`config.mk`:
```
export PLATFORM = sky130hd
export DESIGN_NAME = three_wire_spi_panel_command_engine_flat
export DESIGN_NICKNAME = d
export VERILOG_FILES = /design/src/design/tws_pkg.sv /design/src/design/tws_channels.sv /design/src/design/three_wire_spi_panel_command_engine.sv /design/src/flat_wrapper.sv
export SDC_FILE = /design/constraint.sdc
export NUM_CORES = 1
export LEC_CHECK = 0
export ABC_AREA = 1
export BUFFER_PORTS_ARGS = -buffer_cell sky130_fd_sc_hd__buf_2
export CORE_MARGIN = 8
export CORE_UTILIZATION = 35
export DETAILED_ROUTE_END_ITERATION = 6
export GPL_TIMING_DRIVEN = 0
export SLEW_MARGIN = 20
export SYNTH_ARGS = -nofsm -noshare
export SYNTH_HDL_FRONTEND = slang
export SYNTH_SLANG_ARGS = --single-unit
export TNS_END_PERCENT = 5
```
`constraint.sdc`:
```
create_clock -name clock -period 5.55 [get_ports clock]
set_clock_uncertainty 0.2 [all_clocks]
set_input_delay 0.555 -clock clock [delete_from_list [all_inputs] [get_ports clock]]
set_output_delay 0.555 -clock clock [all_outputs]
set_load 0.02 [all_outputs]
```
`src/design/tws_pkg.sv`:
```
// Package: shared widths, command and error codes, and reset values for the panel command engine.
`timescale 1ns / 1ps
`default_nettype none
package tws_pkg;

   localparam int CMD_W   = 3;
   localparam int BYTE_W  = 8;
   localparam int TPM_W   = 16;
   localparam int ERR_W   = 2;
   localparam int CSR_IDX_W = 2;
   localparam int CSR_DATA_W = 16;
   localparam int PROD_W  = BYTE_W + TPM_W;

   typedef logic [CMD_W-1:0]      command_type;
   typedef logic [BYTE_W-1:0]     byte_type;
   typedef logic [ERR_W-1:0]      error_type;
   typedef logic [CSR_IDX_W-1:0]  csr_index_type;
   typedef logic [CSR_DATA_W-1:0] csr_data_type;

   // commands
   localparam command_type CMD_TICK     = 3'd0;
   localparam command_type CMD_WRITE_DC0 = 3'd1;
   localparam command_type CMD_WRITE_DC1 = 3'd2;
   localparam command_type CMD_WAIT_MS  = 3'd3;
   localparam command_type CMD_POWER    = 3'd4;
   localparam command_type CMD_READ     = 3'd5;

   // error codes
   localparam error_type ERR_NONE        = 2'd0;
   localparam error_type ERR_BUSY        = 2'd1;
   localparam error_type ERR_UNSUPPORTED = 2'd2;

   // register indexes
   localparam csr_index_type CSR_TICKS_PER_MS   = 2'd0;
   localparam csr_index_type CSR_PANEL_ID       = 2'd1;
   localparam csr_index_type CSR_BOARD_REVISION = 2'd2;

   localparam logic [TPM_W-1:0] TICKS_PER_MS_RESET = 16'd1000;

   // voltage select thresholds
   localparam byte_type PANEL_ID_LOW_LIMIT = 8'd2;
   localparam byte_type BOARD_REV_LOW_MAX  = 8'd2;

endpackage
`default_nettype wire

```
`src/design/tws_channels.sv`:
```
// Interfaces: command transaction channel and result transaction channel.
`timescale 1ns / 1ps
`default_nettype none
interface tws_req_if
   import tws_pkg::*;
();
   logic        valid;
   logic        ready;
   command_type command;
   byte_type    value;
   logic        sdi_in;

   modport source (output valid, output command, output value, output sdi_in, input ready);
   modport sink   (input valid, input command, input value, input sdi_in, output ready);
endinterface

interface tws_rsp_if
   import tws_pkg::*;
();
   logic      valid;
   logic      ready;
   logic      spi_cs;
   logic      spi_clk;
   logic      spi_dout;
   logic      dout_enable;
   logic      busy_res;
   logic      power_request;
   logic      io_voltage_high;
   byte_type  read_data;
   logic      read_valid;
   error_type error;

   modport source (output valid, output spi_cs, output spi_clk, output spi_dout,
                   output dout_enable, output busy_res, output power_request,
                   output io_voltage_high, output read_data, output read_valid,
                   output error, input ready);
   modport sink   (input valid, input spi_cs, input spi_clk, input spi_dout,
                   input dout_enable, input busy_res, input power_request,
                   input io_voltage_high, input read_data, input read_valid,
                   input error, output ready);
endinterface
`default_nettype wire

```
`src/design/three_wire_spi_panel_command_engine.sv`:
```
// Top level: tick-driven 3-wire 9-bit serial panel command engine.
// Result: registered, so a result transaction appears in the cycle after its tick transaction is accepted.
// Throughput: one tick transaction per cycle while results are taken; the result register
//   frees as it is taken, so input and output may both move every cycle.
// Reset (synchronous, active high): idle, chip select high, clock low, line
//   driven low, ticks_per_ms 1000, panel_id and board_revision 0, no result held.
`timescale 1ns / 1ps
`default_nettype none
module three_wire_spi_panel_command_engine
   import tws_pkg::*;
#(
   parameter int DELAY_COUNT_BITS = 24
) (
   input  wire                clock,
   input  wire                reset,
   tws_req_if.sink            req_ch,
   tws_rsp_if.source          rsp_ch,
   input  wire                csr_write_enable,
   input  wire csr_index_type csr_index,
   input  wire csr_data_type  csr_write_data
);

   // ---------------------------------------------------------------------
   // Sequencer phases
   // ---------------------------------------------------------------------
   localparam logic [2:0] PH_IDLE    = 3'd0;
   localparam logic [2:0] PH_SEND    = 3'd1; // lead bit + 8 data bits out
   localparam logic [2:0] PH_WEND    = 3'd2; // raise chip select after a write
   localparam logic [2:0] PH_DELAY   = 3'd3; // millisecond wait
   localparam logic [2:0] PH_RELEASE = 3'd4; // let go of the data line
   localparam logic [2:0] PH_RECV    = 3'd5; // sample 8 bits
   localparam logic [2:0] PH_REND    = 3'd6; // close the read, hand out byte

   localparam int EXT_W = PROD_W + DELAY_COUNT_BITS;
   localparam logic [EXT_W-1:0] DELAY_MAX_EXT =
      {{PROD_W{1'b0}}, {DELAY_COUNT_BITS{1'b1}}};
   localparam logic [DELAY_COUNT_BITS-1:0] DELAY_ONE = DELAY_COUNT_BITS'(1);

   localparam logic [3:0] BITS_LAST = 4'd8;

   // ---------------------------------------------------------------------
   // Configuration registers
   // ---------------------------------------------------------------------
   logic [TPM_W-1:0] ticks_per_ms_ff;
   byte_type         panel_id_ff;
   byte_type         board_revision_ff;

   always_ff @(posedge clock) begin
      if (reset) begin
         ticks_per_ms_ff   <= TICKS_PER_MS_RESET;
         panel_id_ff       <= '0;
         board_revision_ff <= '0;
      end else if (csr_write_enable) begin
         case (csr_index)
            CSR_TICKS_PER_MS:   ticks_per_ms_ff   <= csr_write_data;
            CSR_PANEL_ID:       panel_id_ff       <= csr_write_data[BYTE_W-1:0];
            CSR_BOARD_REVISION: board_revision_ff <= csr_write_data[BYTE_W-1:0];
            default: begin
            end
         endcase
      end
   end

   // ---------------------------------------------------------------------
   // Handshake: the result register parts the two sides
   // ---------------------------------------------------------------------
   logic rsp_valid_ff, rsp_valid_in;
   logic req_accept;

   assign req_ch.ready = !rsp_valid_ff || rsp_ch.ready;
   assign req_accept   = req_ch.valid && req_ch.ready;

   // ---------------------------------------------------------------------
   // Sequencer state
   // ---------------------------------------------------------------------
   logic [2:0]                  phase_ff, phase_in;
   logic [3:0]                  bit_index_ff, bit_index_in;
   logic [1:0]                  sub_tick_ff, sub_tick_in;
   byte_type                    tx_shift_ff, tx_shift_in;
   byte_type                    rx_shift_ff, rx_shift_in;
   logic                        lead_bit_ff, lead_bit_in;
   logic                        is_read_ff, is_read_in;
   logic [DELAY_COUNT_BITS-1:0] delay_left_ff, delay_left_in;
   logic                        cs_ff, cs_in;
   logic                        clk_ff, clk_in;
   logic                        dout_ff, dout_in;
   logic                        oe_ff, oe_in;

   // delay length: value * ticks_per_ms, clipped to the counter width
   logic [PROD_W-1:0]           delay_prod;
   logic [EXT_W-1:0]            delay_prod_ext;
   logic [DELAY_COUNT_BITS-1:0] delay_total;
   logic [DELAY_COUNT_BITS-1:0] delay_dec;

   assign delay_prod     = PROD_W'(req_ch.value) * PROD_W'(ticks_per_ms_ff);
   assign delay_prod_ext = EXT_W'(delay_prod);
   assign delay_total    = (delay_prod_ext > DELAY_MAX_EXT) ? {DELAY_COUNT_BITS{1'b1}}
                                                            : delay_prod_ext[DELAY_COUNT_BITS-1:0];
   assign delay_dec      = (delay_left_ff != '0) ? delay_left_ff - DELAY_ONE : delay_left_ff;

   // bit on the line during a send: lead bit first, then the byte MSB first
   logic       send_bit;
   logic [3:0] shift_sel;
   logic [3:0] bit_next;

   assign shift_sel = BITS_LAST - bit_index_ff;
   assign send_bit  = (bit_index_ff == '0) ? lead_bit_ff : tx_shift_ff[shift_sel[2:0]];
   assign bit_next  = bit_index_ff + 4'd1;

   // per-transaction result flags
   error_type err_res;
   logic      power_res;
   logic      valid_res;

   always_comb begin
      phase_in      = phase_ff;
      bit_index_in  = bit_index_ff;
      sub_tick_in   = sub_tick_ff;
      tx_shift_in   = tx_shift_ff;
      rx_shift_in   = rx_shift_ff;
      lead_bit_in   = lead_bit_ff;
      is_read_in    = is_read_ff;
      delay_left_in = delay_left_ff;
      cs_in         = cs_ff;
      clk_in        = clk_ff;
      dout_in       = dout_ff;
      oe_in         = oe_ff;
      err_res       = ERR_NONE;
      power_res     = 1'b0;
      valid_res     = 1'b0;

      if (req_accept) begin
         if (phase_ff != PH_IDLE) begin
            // busy: any command is dropped, the tick still advances the job
            if (req_ch.command != CMD_TICK) begin
               err_res = ERR_BUSY;
            end
            case (phase_ff)
               PH_SEND: begin
                  case (sub_tick_ff)
                     2'd0: begin
                        cs_in       = 1'b0;
                        clk_in      = 1'b0;
                        dout_in     = send_bit;
                        oe_in       = 1'b1;
                        sub_tick_in = 2'd1;
                     end
                     2'd1: begin
                        clk_in      = 1'b1;
                        sub_tick_in = 2'd2;
                     end
                     default: begin
                        clk_in      = 1'b0;
                        sub_tick_in = 2'd0;
                        if (bit_index_ff >= BITS_LAST) begin
                           bit_index_in = '0;
                           phase_in     = is_read_ff ? PH_RELEASE : PH_WEND;
                        end else begin
                           bit_index_in = bit_next;
                        end
                     end
                  endcase
               end
               PH_WEND: begin
                  cs_in    = 1'b1;
                  phase_in = PH_IDLE;
               end
               PH_DELAY: begin
                  delay_left_in = delay_dec;
                  if (delay_dec == '0) begin
                     phase_in = PH_IDLE;
                  end
               end
               PH_RELEASE: begin
                  oe_in        = 1'b0;
                  dout_in      = 1'b0;
                  bit_index_in = '0;
                  sub_tick_in  = 2'd0;
                  phase_in     = PH_RECV;
               end
               PH_RECV: begin
                  if (sub_tick_ff == 2'd0) begin
                     clk_in      = 1'b1;
                     tx_shift_in = {tx_shift_ff[BYTE_W-2:0], req_ch.sdi_in};
                     sub_tick_in = 2'd1;
                  end else begin
                     clk_in      = 1'b0;
                     sub_tick_in = 2'd0;
                     if (bit_next >= BITS_LAST) begin
                        bit_index_in = '0;
                        phase_in     = PH_REND;
                     end else begin
                        bit_index_in = bit_next;
                     end
                  end
               end
               PH_REND: begin
                  cs_in       = 1'b1;
                  oe_in       = 1'b1;
                  rx_shift_in = tx_shift_ff;
                  is_read_in  = 1'b0;
                  phase_in    = PH_IDLE;
                  valid_res   = 1'b1;
               end
               default: begin
                  phase_in = PH_IDLE;
               end
            endcase
         end else begin
            case (req_ch.command)
               CMD_TICK: begin
               end
               CMD_WRITE_DC0, CMD_WRITE_DC1, CMD_READ: begin
                  // load and run the first send tick at once
                  lead_bit_in  = (req_ch.command == CMD_WRITE_DC1);
                  is_read_in   = (req_ch.command == CMD_READ);
                  tx_shift_in  = req_ch.value;
                  bit_index_in = '0;
                  sub_tick_in  = 2'd1;
                  phase_in     = PH_SEND;
                  cs_in        = 1'b0;
                  clk_in       = 1'b0;
                  dout_in      = (req_ch.command == CMD_WRITE_DC1);
                  oe_in        = 1'b1;
               end
               CMD_WAIT_MS: begin
                  cs_in   = 1'b1;
                  dout_in = 1'b1;
                  clk_in  = 1'b0;
                  // accepting tick counts as the first one
                  if (delay_total <= DELAY_ONE) begin
                     delay_left_in = '0;
                  end else begin
                     delay_left_in = delay_total - DELAY_ONE;
                     phase_in      = PH_DELAY;
                  end
               end
               CMD_POWER: begin
                  power_res = 1'b1;
               end
               default: begin
                  err_res = ERR_UNSUPPORTED;
               end
            endcase
         end
      end
   end

   always_ff @(posedge clock) begin
      if (reset) begin
         phase_ff      <= PH_IDLE;
         bit_index_ff  <= '0;
         sub_tick_ff   <= '0;
         tx_shift_ff   <= '0;
         rx_shift_ff   <= '0;
         lead_bit_ff   <= 1'b0;
         is_read_ff    <= 1'b0;
         delay_left_ff <= '0;
         cs_ff         <= 1'b1;
         clk_ff        <= 1'b0;
         dout_ff       <= 1'b0;
         oe_ff         <= 1'b1;
      end else begin
         phase_ff      <= phase_in;
         bit_index_ff  <= bit_index_in;
         sub_tick_ff   <= sub_tick_in;
         tx_shift_ff   <= tx_shift_in;
         rx_shift_ff   <= rx_shift_in;
         lead_bit_ff   <= lead_bit_in;
         is_read_ff    <= is_read_in;
         delay_left_ff <= delay_left_in;
         cs_ff         <= cs_in;
         clk_ff        <= clk_in;
         dout_ff       <= dout_in;
         oe_ff         <= oe_in;
      end
   end

   // ---------------------------------------------------------------------
   // Result register
   // ---------------------------------------------------------------------
   logic      r_cs_ff, r_clk_ff, r_dout_ff, r_oe_ff, r_busy_ff;
   logic      r_power_ff, r_iov_ff, r_rvalid_ff;
   byte_type  r_rdata_ff;
   error_type r_err_ff;
   logic      io_voltage_sel;

   // low I/O voltage only for early panels on early boards
   assign io_voltage_sel = !((panel_id_ff < PANEL_ID_LOW_LIMIT) &&
                             (board_revision_ff <= BOARD_REV_LOW_MAX));

   always_comb begin
      rsp_valid_in = rsp_valid_ff;
      if (req_accept) begin
         rsp_valid_in = 1'b1;
      end else if (rsp_ch.ready) begin
         rsp_valid_in = 1'b0;
      end
   end

   always_ff @(posedge clock) begin
      if (reset) begin
         rsp_valid_ff <= 1'b0;
      end else begin
         rsp_valid_ff <= rsp_valid_in;
      end
   end

   always_ff @(posedge clock) begin
      if (req_accept) begin
         r_cs_ff     <= cs_in;
         r_clk_ff    <= clk_in;
         r_dout_ff   <= dout_in;
         r_oe_ff     <= oe_in;
         r_busy_ff   <= (phase_in != PH_IDLE);
         r_power_ff  <= power_res;
         r_iov_ff    <= io_voltage_sel;
         r_rdata_ff  <= rx_shift_in;
         r_rvalid_ff <= valid_res;
         r_err_ff    <= err_res;
      end
   end

   assign rsp_ch.valid           = rsp_valid_ff;
   assign rsp_ch.spi_cs          = r_cs_ff;
   assign rsp_ch.spi_clk         = r_clk_ff;
   assign rsp_ch.spi_dout        = r_dout_ff;
   assign rsp_ch.dout_enable     = r_oe_ff;
   assign rsp_ch.busy_res        = r_busy_ff;
   assign rsp_ch.power_request   = r_power_ff;
   assign rsp_ch.io_voltage_high = r_iov_ff;
   assign rsp_ch.read_data       = r_rdata_ff;
   assign rsp_ch.read_valid      = r_rvalid_ff;
   assign rsp_ch.error           = r_err_ff;

endmodule
`default_nettype wire

```
`src/flat_wrapper.sv`:
```
// flat-port wrapper written by rule: the top's interface ports become plain ports
module three_wire_spi_panel_command_engine_flat import tws_pkg::*;
#(
   parameter int DELAY_COUNT_BITS = 24
)
  (clock, reset, csr_write_enable, csr_index, csr_write_data, req_ch_valid, req_ch_command, req_ch_value, req_ch_sdi_in, req_ch_ready, rsp_ch_valid, rsp_ch_spi_cs, rsp_ch_spi_clk, rsp_ch_spi_dout, rsp_ch_dout_enable, rsp_ch_busy_res, rsp_ch_power_request, rsp_ch_io_voltage_high, rsp_ch_read_data, rsp_ch_read_valid, rsp_ch_error, rsp_ch_ready);
  tws_req_if req_ch_i ();
  tws_rsp_if rsp_ch_i ();
  input  wire clock;
  input  wire reset;
  input  wire csr_write_enable;
  input  wire csr_index_type csr_index;
  input  wire csr_data_type csr_write_data;
  input wire logic [$bits(req_ch_i.valid)-1:0] req_ch_valid;
  input wire logic [$bits(req_ch_i.command)-1:0] req_ch_command;
  input wire logic [$bits(req_ch_i.value)-1:0] req_ch_value;
  input wire logic [$bits(req_ch_i.sdi_in)-1:0] req_ch_sdi_in;
  output wire logic [$bits(req_ch_i.ready)-1:0] req_ch_ready;
  output wire logic [$bits(rsp_ch_i.valid)-1:0] rsp_ch_valid;
  output wire logic [$bits(rsp_ch_i.spi_cs)-1:0] rsp_ch_spi_cs;
  output wire logic [$bits(rsp_ch_i.spi_clk)-1:0] rsp_ch_spi_clk;
  output wire logic [$bits(rsp_ch_i.spi_dout)-1:0] rsp_ch_spi_dout;
  output wire logic [$bits(rsp_ch_i.dout_enable)-1:0] rsp_ch_dout_enable;
  output wire logic [$bits(rsp_ch_i.busy_res)-1:0] rsp_ch_busy_res;
  output wire logic [$bits(rsp_ch_i.power_request)-1:0] rsp_ch_power_request;
  output wire logic [$bits(rsp_ch_i.io_voltage_high)-1:0] rsp_ch_io_voltage_high;
  output wire logic [$bits(rsp_ch_i.read_data)-1:0] rsp_ch_read_data;
  output wire logic [$bits(rsp_ch_i.read_valid)-1:0] rsp_ch_read_valid;
  output wire logic [$bits(rsp_ch_i.error)-1:0] rsp_ch_error;
  input wire logic [$bits(rsp_ch_i.ready)-1:0] rsp_ch_ready;
  assign req_ch_i.valid = req_ch_valid;
  assign req_ch_i.command = req_ch_command;
  assign req_ch_i.value = req_ch_value;
  assign req_ch_i.sdi_in = req_ch_sdi_in;
  assign req_ch_ready = req_ch_i.ready;
  assign rsp_ch_valid = rsp_ch_i.valid;
  assign rsp_ch_spi_cs = rsp_ch_i.spi_cs;
  assign rsp_ch_spi_clk = rsp_ch_i.spi_clk;
  assign rsp_ch_spi_dout = rsp_ch_i.spi_dout;
  assign rsp_ch_dout_enable = rsp_ch_i.dout_enable;
  assign rsp_ch_busy_res = rsp_ch_i.busy_res;
  assign rsp_ch_power_request = rsp_ch_i.power_request;
  assign rsp_ch_io_voltage_high = rsp_ch_i.io_voltage_high;
  assign rsp_ch_read_data = rsp_ch_i.read_data;
  assign rsp_ch_read_valid = rsp_ch_i.read_valid;
  assign rsp_ch_error = rsp_ch_i.error;
  assign rsp_ch_i.ready = rsp_ch_ready;
  three_wire_spi_panel_command_engine #(.DELAY_COUNT_BITS(DELAY_COUNT_BITS)) u_core (.clock(clock), .reset(reset), .req_ch(req_ch_i), .rsp_ch(rsp_ch_i), .csr_write_enable(csr_write_enable), .csr_index(csr_index), .csr_write_data(csr_write_data));
endmodule
```
# == Word level (Yosys, flattened, before mapping) ==
# Index checks and enable logic that the tools add are counted.
# totals
reg_bits,106
input_bits,35
out_inout_bits,20
elab_cells,161
# classes
add_sub_neg,4
n_mul,1
order_cmp,7
eq_ne,21
mux,70
bitwise_logic,1
reduce_logical,31
# op_table
cell,n
$mux 24,6
$mux 8,7
$sub 24x1->24 const B,2
$mux 3,9
$mux 1,26
$gt 24x24->1 const B,1
$le 24x1->1 const B,1
$logic_not 24->1,1
$mul 8x16->24,1
$mux 4,6
$reduce_bool 24->1,1
$eq 3x3->1 const B,5
$eq 3x2->1 const B,4
$pmux 3 s4,1
$pmux 4 s3,1
$reduce_and 3->1,4
$pmux 1 s2,5
$reduce_bool 3->1,3
$ge 4x4->1 const B,2
$le 8x2->1 const B,1
$lt 8x2->1 const B,1
$mux 2,4
$ne 2x2->1 const B,4
$eq 3x1->1 const B,2
27 further kinds,37

# == Longest topological paths before layout ==
# depth
ltp_word,9
depth_mapped,32
ltp_nobuf,31

# == Worst setup path before layout ==
# No wires, ideal clock.
# synth_path
path_kind,input to register
start,input port req_ch_value[7]
end,register u_core.r_busy_ff (netlist: u_core.rsp_ch.busy_res) (data pin)
setup_time_ps,264
t_arrival_ps,5038
t_required_ps,5086
path_slack_ps,48
cell_stages,27
path_buffers,2
path_cell_list,clkbuf_1 > clkbuf_1 > nand2_1 > fa_1 > fa_1 > inv_1 > fa_1 > inv_1 > fa_1 > inv_1 > ha_1 > nand2_1 > inv_1 > nand2_1 > nand2_1 > nand2_1 > nand3_1 > nand2_1 > nand2_1 > nor2_1 > nand3_1 > nor2_1 > nand3_2 > nand3_1 > nand3_1 > nand2_1 > nand3_1
# synth_between
elab_chain_len,9
# synth_rtl
element,line,rtl
start: declaration,flat_wrapper.sv:16,input wire logic [$bits(req_ch_i.value)-1:0] req_ch_value;
$mul 8x16->24 (*),three_wire_spi_panel_command_engine.sv:95,assign delay_prod = PROD_W'(req_ch.value) * PROD_W'(ticks_per_ms_ff);
$gt 24x24->1,three_wire_spi_panel_command_engine.sv:97,assign delay_total = (delay_prod_ext > DELAY_MAX_EXT) ? {DELAY_COUNT_BITS{1'b1}}
$mux 24 (*),three_wire_spi_panel_command_engine.sv:97,
$le 24x1->1 (*),three_wire_spi_panel_command_engine.sv:231,if (delay_total <= DELAY_ONE) begin
$mux 3 (*),three_wire_spi_panel_command_engine.sv:231,
$pmux 3 s2 (*),three_wire_spi_panel_command_engine.sv:210,case (req_ch.command)
$mux 3 (*),three_wire_spi_panel_command_engine.sv:133,if (phase_ff != PH_IDLE) begin
$mux 3 (*),three_wire_spi_panel_command_engine.sv:132,if (req_accept) begin
$reduce_bool 3->1 (*),three_wire_spi_panel_command_engine.sv:315,r_busy_ff <= (phase_in != PH_IDLE);
end signal: assignment,three_wire_spi_panel_command_engine.sv:315,
end: declaration,three_wire_spi_panel_command_engine.sv:282,"logic r_cs_ff, r_clk_ff, r_dout_ff, r_oe_ff, r_busy_ff;"
# Every way passes the cells marked *; elsewhere a longest branch is shown, timed or not.
# A chain may end at the register's enable or synchronous reset.

# == Worst setup path after layout ==
# layout_path
start,input port req_ch_value[4]
end,register u_core.r_busy_ff (netlist: u_core.rsp_ch.busy_res) (data pin)
# The elaborated chain is that of the path after synthesis.

==> impl_metrics.tcl <==
set metrics [dict create \
    cts_root_buf "clkbuf_16" \
    clk_latency_ps 360 \
    viasPerCell 4.83 \
    placed_area_mm2 0.0114 \
    start_kind "primary input" \
    io_pins 55 \
    firstDrtPassIters 5 \
    htreeDepth 3 \
    swShare_pct 51.5 \
    die_area_mm2 0.0364 \
    antenna_found_initial 1 \
    finalSetupViolCount 0 \
    critical_path_required_ps 5460 \
    fin_tns_setup_ps 0 \
    core_area_mm2 0.0303 \
    max_stage_delay_ps 560 \
    yosysTopAreaCellShare_pct 16.3 \
    drive_gt1_share_pct 11.5 \
    worst_setup_path_end_kind "flop" \
    syn-num-nets 1786 \
    synth_common_cells "418 x nand2_1, 333 x inv_1, 153 x nor2_1" \
    dp_hpwl_mm 23.1 \
    ff2ff_path_depth 27 \
    yosysTopAreaCell "dfxtp_1" \
    outcome "complete, no violations" \
    p_total_mw 4.67 \
    arrival_ps 5160 \
    grt_start_max_net_pins 26 \
    yosysMostFrequentCell "nand2_1" \
    fin_crit_sh_pct 94.7 \
    syn_area_per_cell_um2 6.62 \
    final_nets 1832 \
    finalMaxSlewViolations 0 \
    syn_inst 1617 \
    power.internal_mw 2.27 \
    holdCritStartpoint "csr_write_data[8]" \
    criticalPathCategory "primary input to flop" \
    power_frac_comb_pct 68.0 \
    diodes 0 \
    grtUsageMet1_pct 19.9 \
    reg2reg_slack_ps 360 \
    r2r_start "u_core.ticks_per_ms_ff[0]" \
    row_count 64 \
    clkPwrFrac_pct 13.6 \
    hold_path_class "primary input to flop" \
    hold_end "u_core.ticks_per_ms_ff[8]" \
    crit_top_cell "nand2_1" \
    met2_usage_pct 28.2 \
    grt_pass1_vias 10000 \
    r2r_end "u_core.delay_left_ff[17]" \
    gp_congestion 0.895 \
    startpoint "req_ch_value[4]" \
    hold_path_depth 3 \
    path_depth 26 \
    overflow 0 \
    hold_violations 0 \
    clock_path_buffers 2 \
    hold_buffers 0 \
    synth_edf_count 18 \
    p_leak_nw 6.44 \
    cts_tree "built" \
    grt_most_used_layer "met2" \
    path_buf_inv 5 \
    grt_use_met3_pct 2.51 \
    netlist_area_mm2 0.0107 \
    power_density_mw_per_mm2 389 \
    ys_seq_elements 105 \
    vias 9974 \
    initial_core_util_pct 35.3 \
    synthFlopType "dfxtp_1" \
    final_cell_area_mm2 0.0120 \
    fin_crit_ps 5250 \
    clk_pin_slew_worst_paths_ps 80 \
    fp.dieW_um 191 \
    p_switching_mw 2.40 \
    cts_sinks 105 \
    dr.first_iter.drc_count 580 \
    slew_headroom_pct 42.3 \
    route.detailed.drc 0 \
    grt_use_total_pct 16.0 \
    antenna_left 0 \
    wl_per_cell_um 13.7 \
    fillCellCount 3239 \
    peakVddDrop_v 0.000253 \
    tightestPinTransition_ps 866 \
    grt_first_pass_wirelength_mm 47.9 \
    pwr-share-seq_pct 18.4 \
    worst-path-max-fanout 10 \
    cts_buffers 9 \
    yosysWarnings 0 \
    ys_async_sr_fraction_pct 0 \
    drt_wl_total_mm 28.3 \
    synth_area_leaders "dfxtp_1 16%, fa_1 16%, nand2_1 15%" \
    fmax_mhz 190 \
    seq_area_frac_synth_pct 21.3 \
    ys_types 45 \
    crit_family "adder cells" \
    cpMaxStageDelayCell "fa_1" \
    die-height_um 191 \
    drv_cap 0 \
    portBuffers 46 \
    syn_to_final_growth_pct 12.2 \
]
repair_timing:
item,in CTS,in global routing
setup endpoints to repair,27,27
resized for setup,28,86
setup buffers,0,4
cloned,0,0
pin swaps,1,11
worst min-delay path, delay by kind of cell:
family / cells / cell delay (ps)
simple gates: 2 / 100
buf+inv: 1 / 80
state kept, by name, summed over array words and instances (netlist names), 2 cells and up:
signal,cells
u_core.bit_index_ff,4
u_core.board_revision_ff,8
u_core.delay_left_ff,24
u_core.panel_id_ff,7
u_core.phase_ff,3
u_core.rsp_ch.error,2
u_core.rsp_ch.read_data,8
u_core.rx_shift_ff,8
u_core.sub_tick_ff,2
u_core.ticks_per_ms_ff,16
u_core.tx_shift_ff,8
metrics by stage:
step                      setup slack [ps]  util, %  hold WS (ps)  std cells
after floorplan                       48.2        -           220       1617
after global placement               -1010     37.6           235       2059
after detailed placement              -993     37.6           244       2059
after CTS                             5.25     38.7           195       2064
after global routing                 -2.92     39.5           201       2064
final                                  297     39.5           201       2064
layout by cell type, fill, tap and decap left out, types with 27 or more instances in the layout:
master and n:
clkbuf_1 27, nand2_1 408, nor2_1 147, dfxtp_1 74
o21ai_0 87, ha_1 40, buf_2 50, a21oi_1 39
fa_1 84, nand3_1 78, nand2_2 30, inv_1 332
a31oi_1 29
worst max path at each step:
stage	endpoint	slack, ps
after global placement	u_core.rsp_ch.busy_res	-1010
after global routing	u_core.rsp_ch.busy_res	-3
after detailed placement	u_core.rsp_ch.busy_res	-990
after CTS	u_core.rsp_ch.busy_res	5
final	u_core.rsp_ch.busy_res	300
after floorplan	u_core.rsp_ch.busy_res	50
area by class of cell:
cell class                      instances  area [um^2]  area share, %
Inverter                              342         1280           10.7
Tap cell                              396          495           4.13
Clock inverter                          6         61.3          0.511
Multi-Input combinational cell       1106         7060           58.8
Buffer                                 49          315           2.63
Sequential cell                       105         2300           19.2
Timing Repair Buffer                   50          260           2.17
Clock buffer                           10          229           1.91
cell families after synthesis:
logic type               share of synthesized area, %
buffers and inverters                            14.4
AO/OA/AOI/OAI                                    9.58
AND/OR/NAND/NOR                                  31.0
adder cells (fa/ha/maj)                          21.6
XOR/XNOR                                         2.13
flip-flops                                       21.3
routing by layer:
layer  routed length [um]  part of all wire (%)
met3                 1490                   5.3
met5                    9                 0.032
met4                  547                   1.9
met2                13600                    48
met1                12600                    45
power by group through the flow:
| stage | combinational (mW) | clock (mW) | sequential [mW] |
|---|---|---|---|
| final | 3.18 | 0.637 | 0.860 |
| after global routing | 3.64 | 0.676 | 0.867 |
| after CTS | 2.93 | 0.652 | 0.855 |
| after detailed placement | 2.92 | 0 | 0.861 |
| after global placement | 2.88 | 0 | 0.860 |
| after floorplan | 2.32 | 0 | 0.863 |
Power figures use the tool's default switching activity.
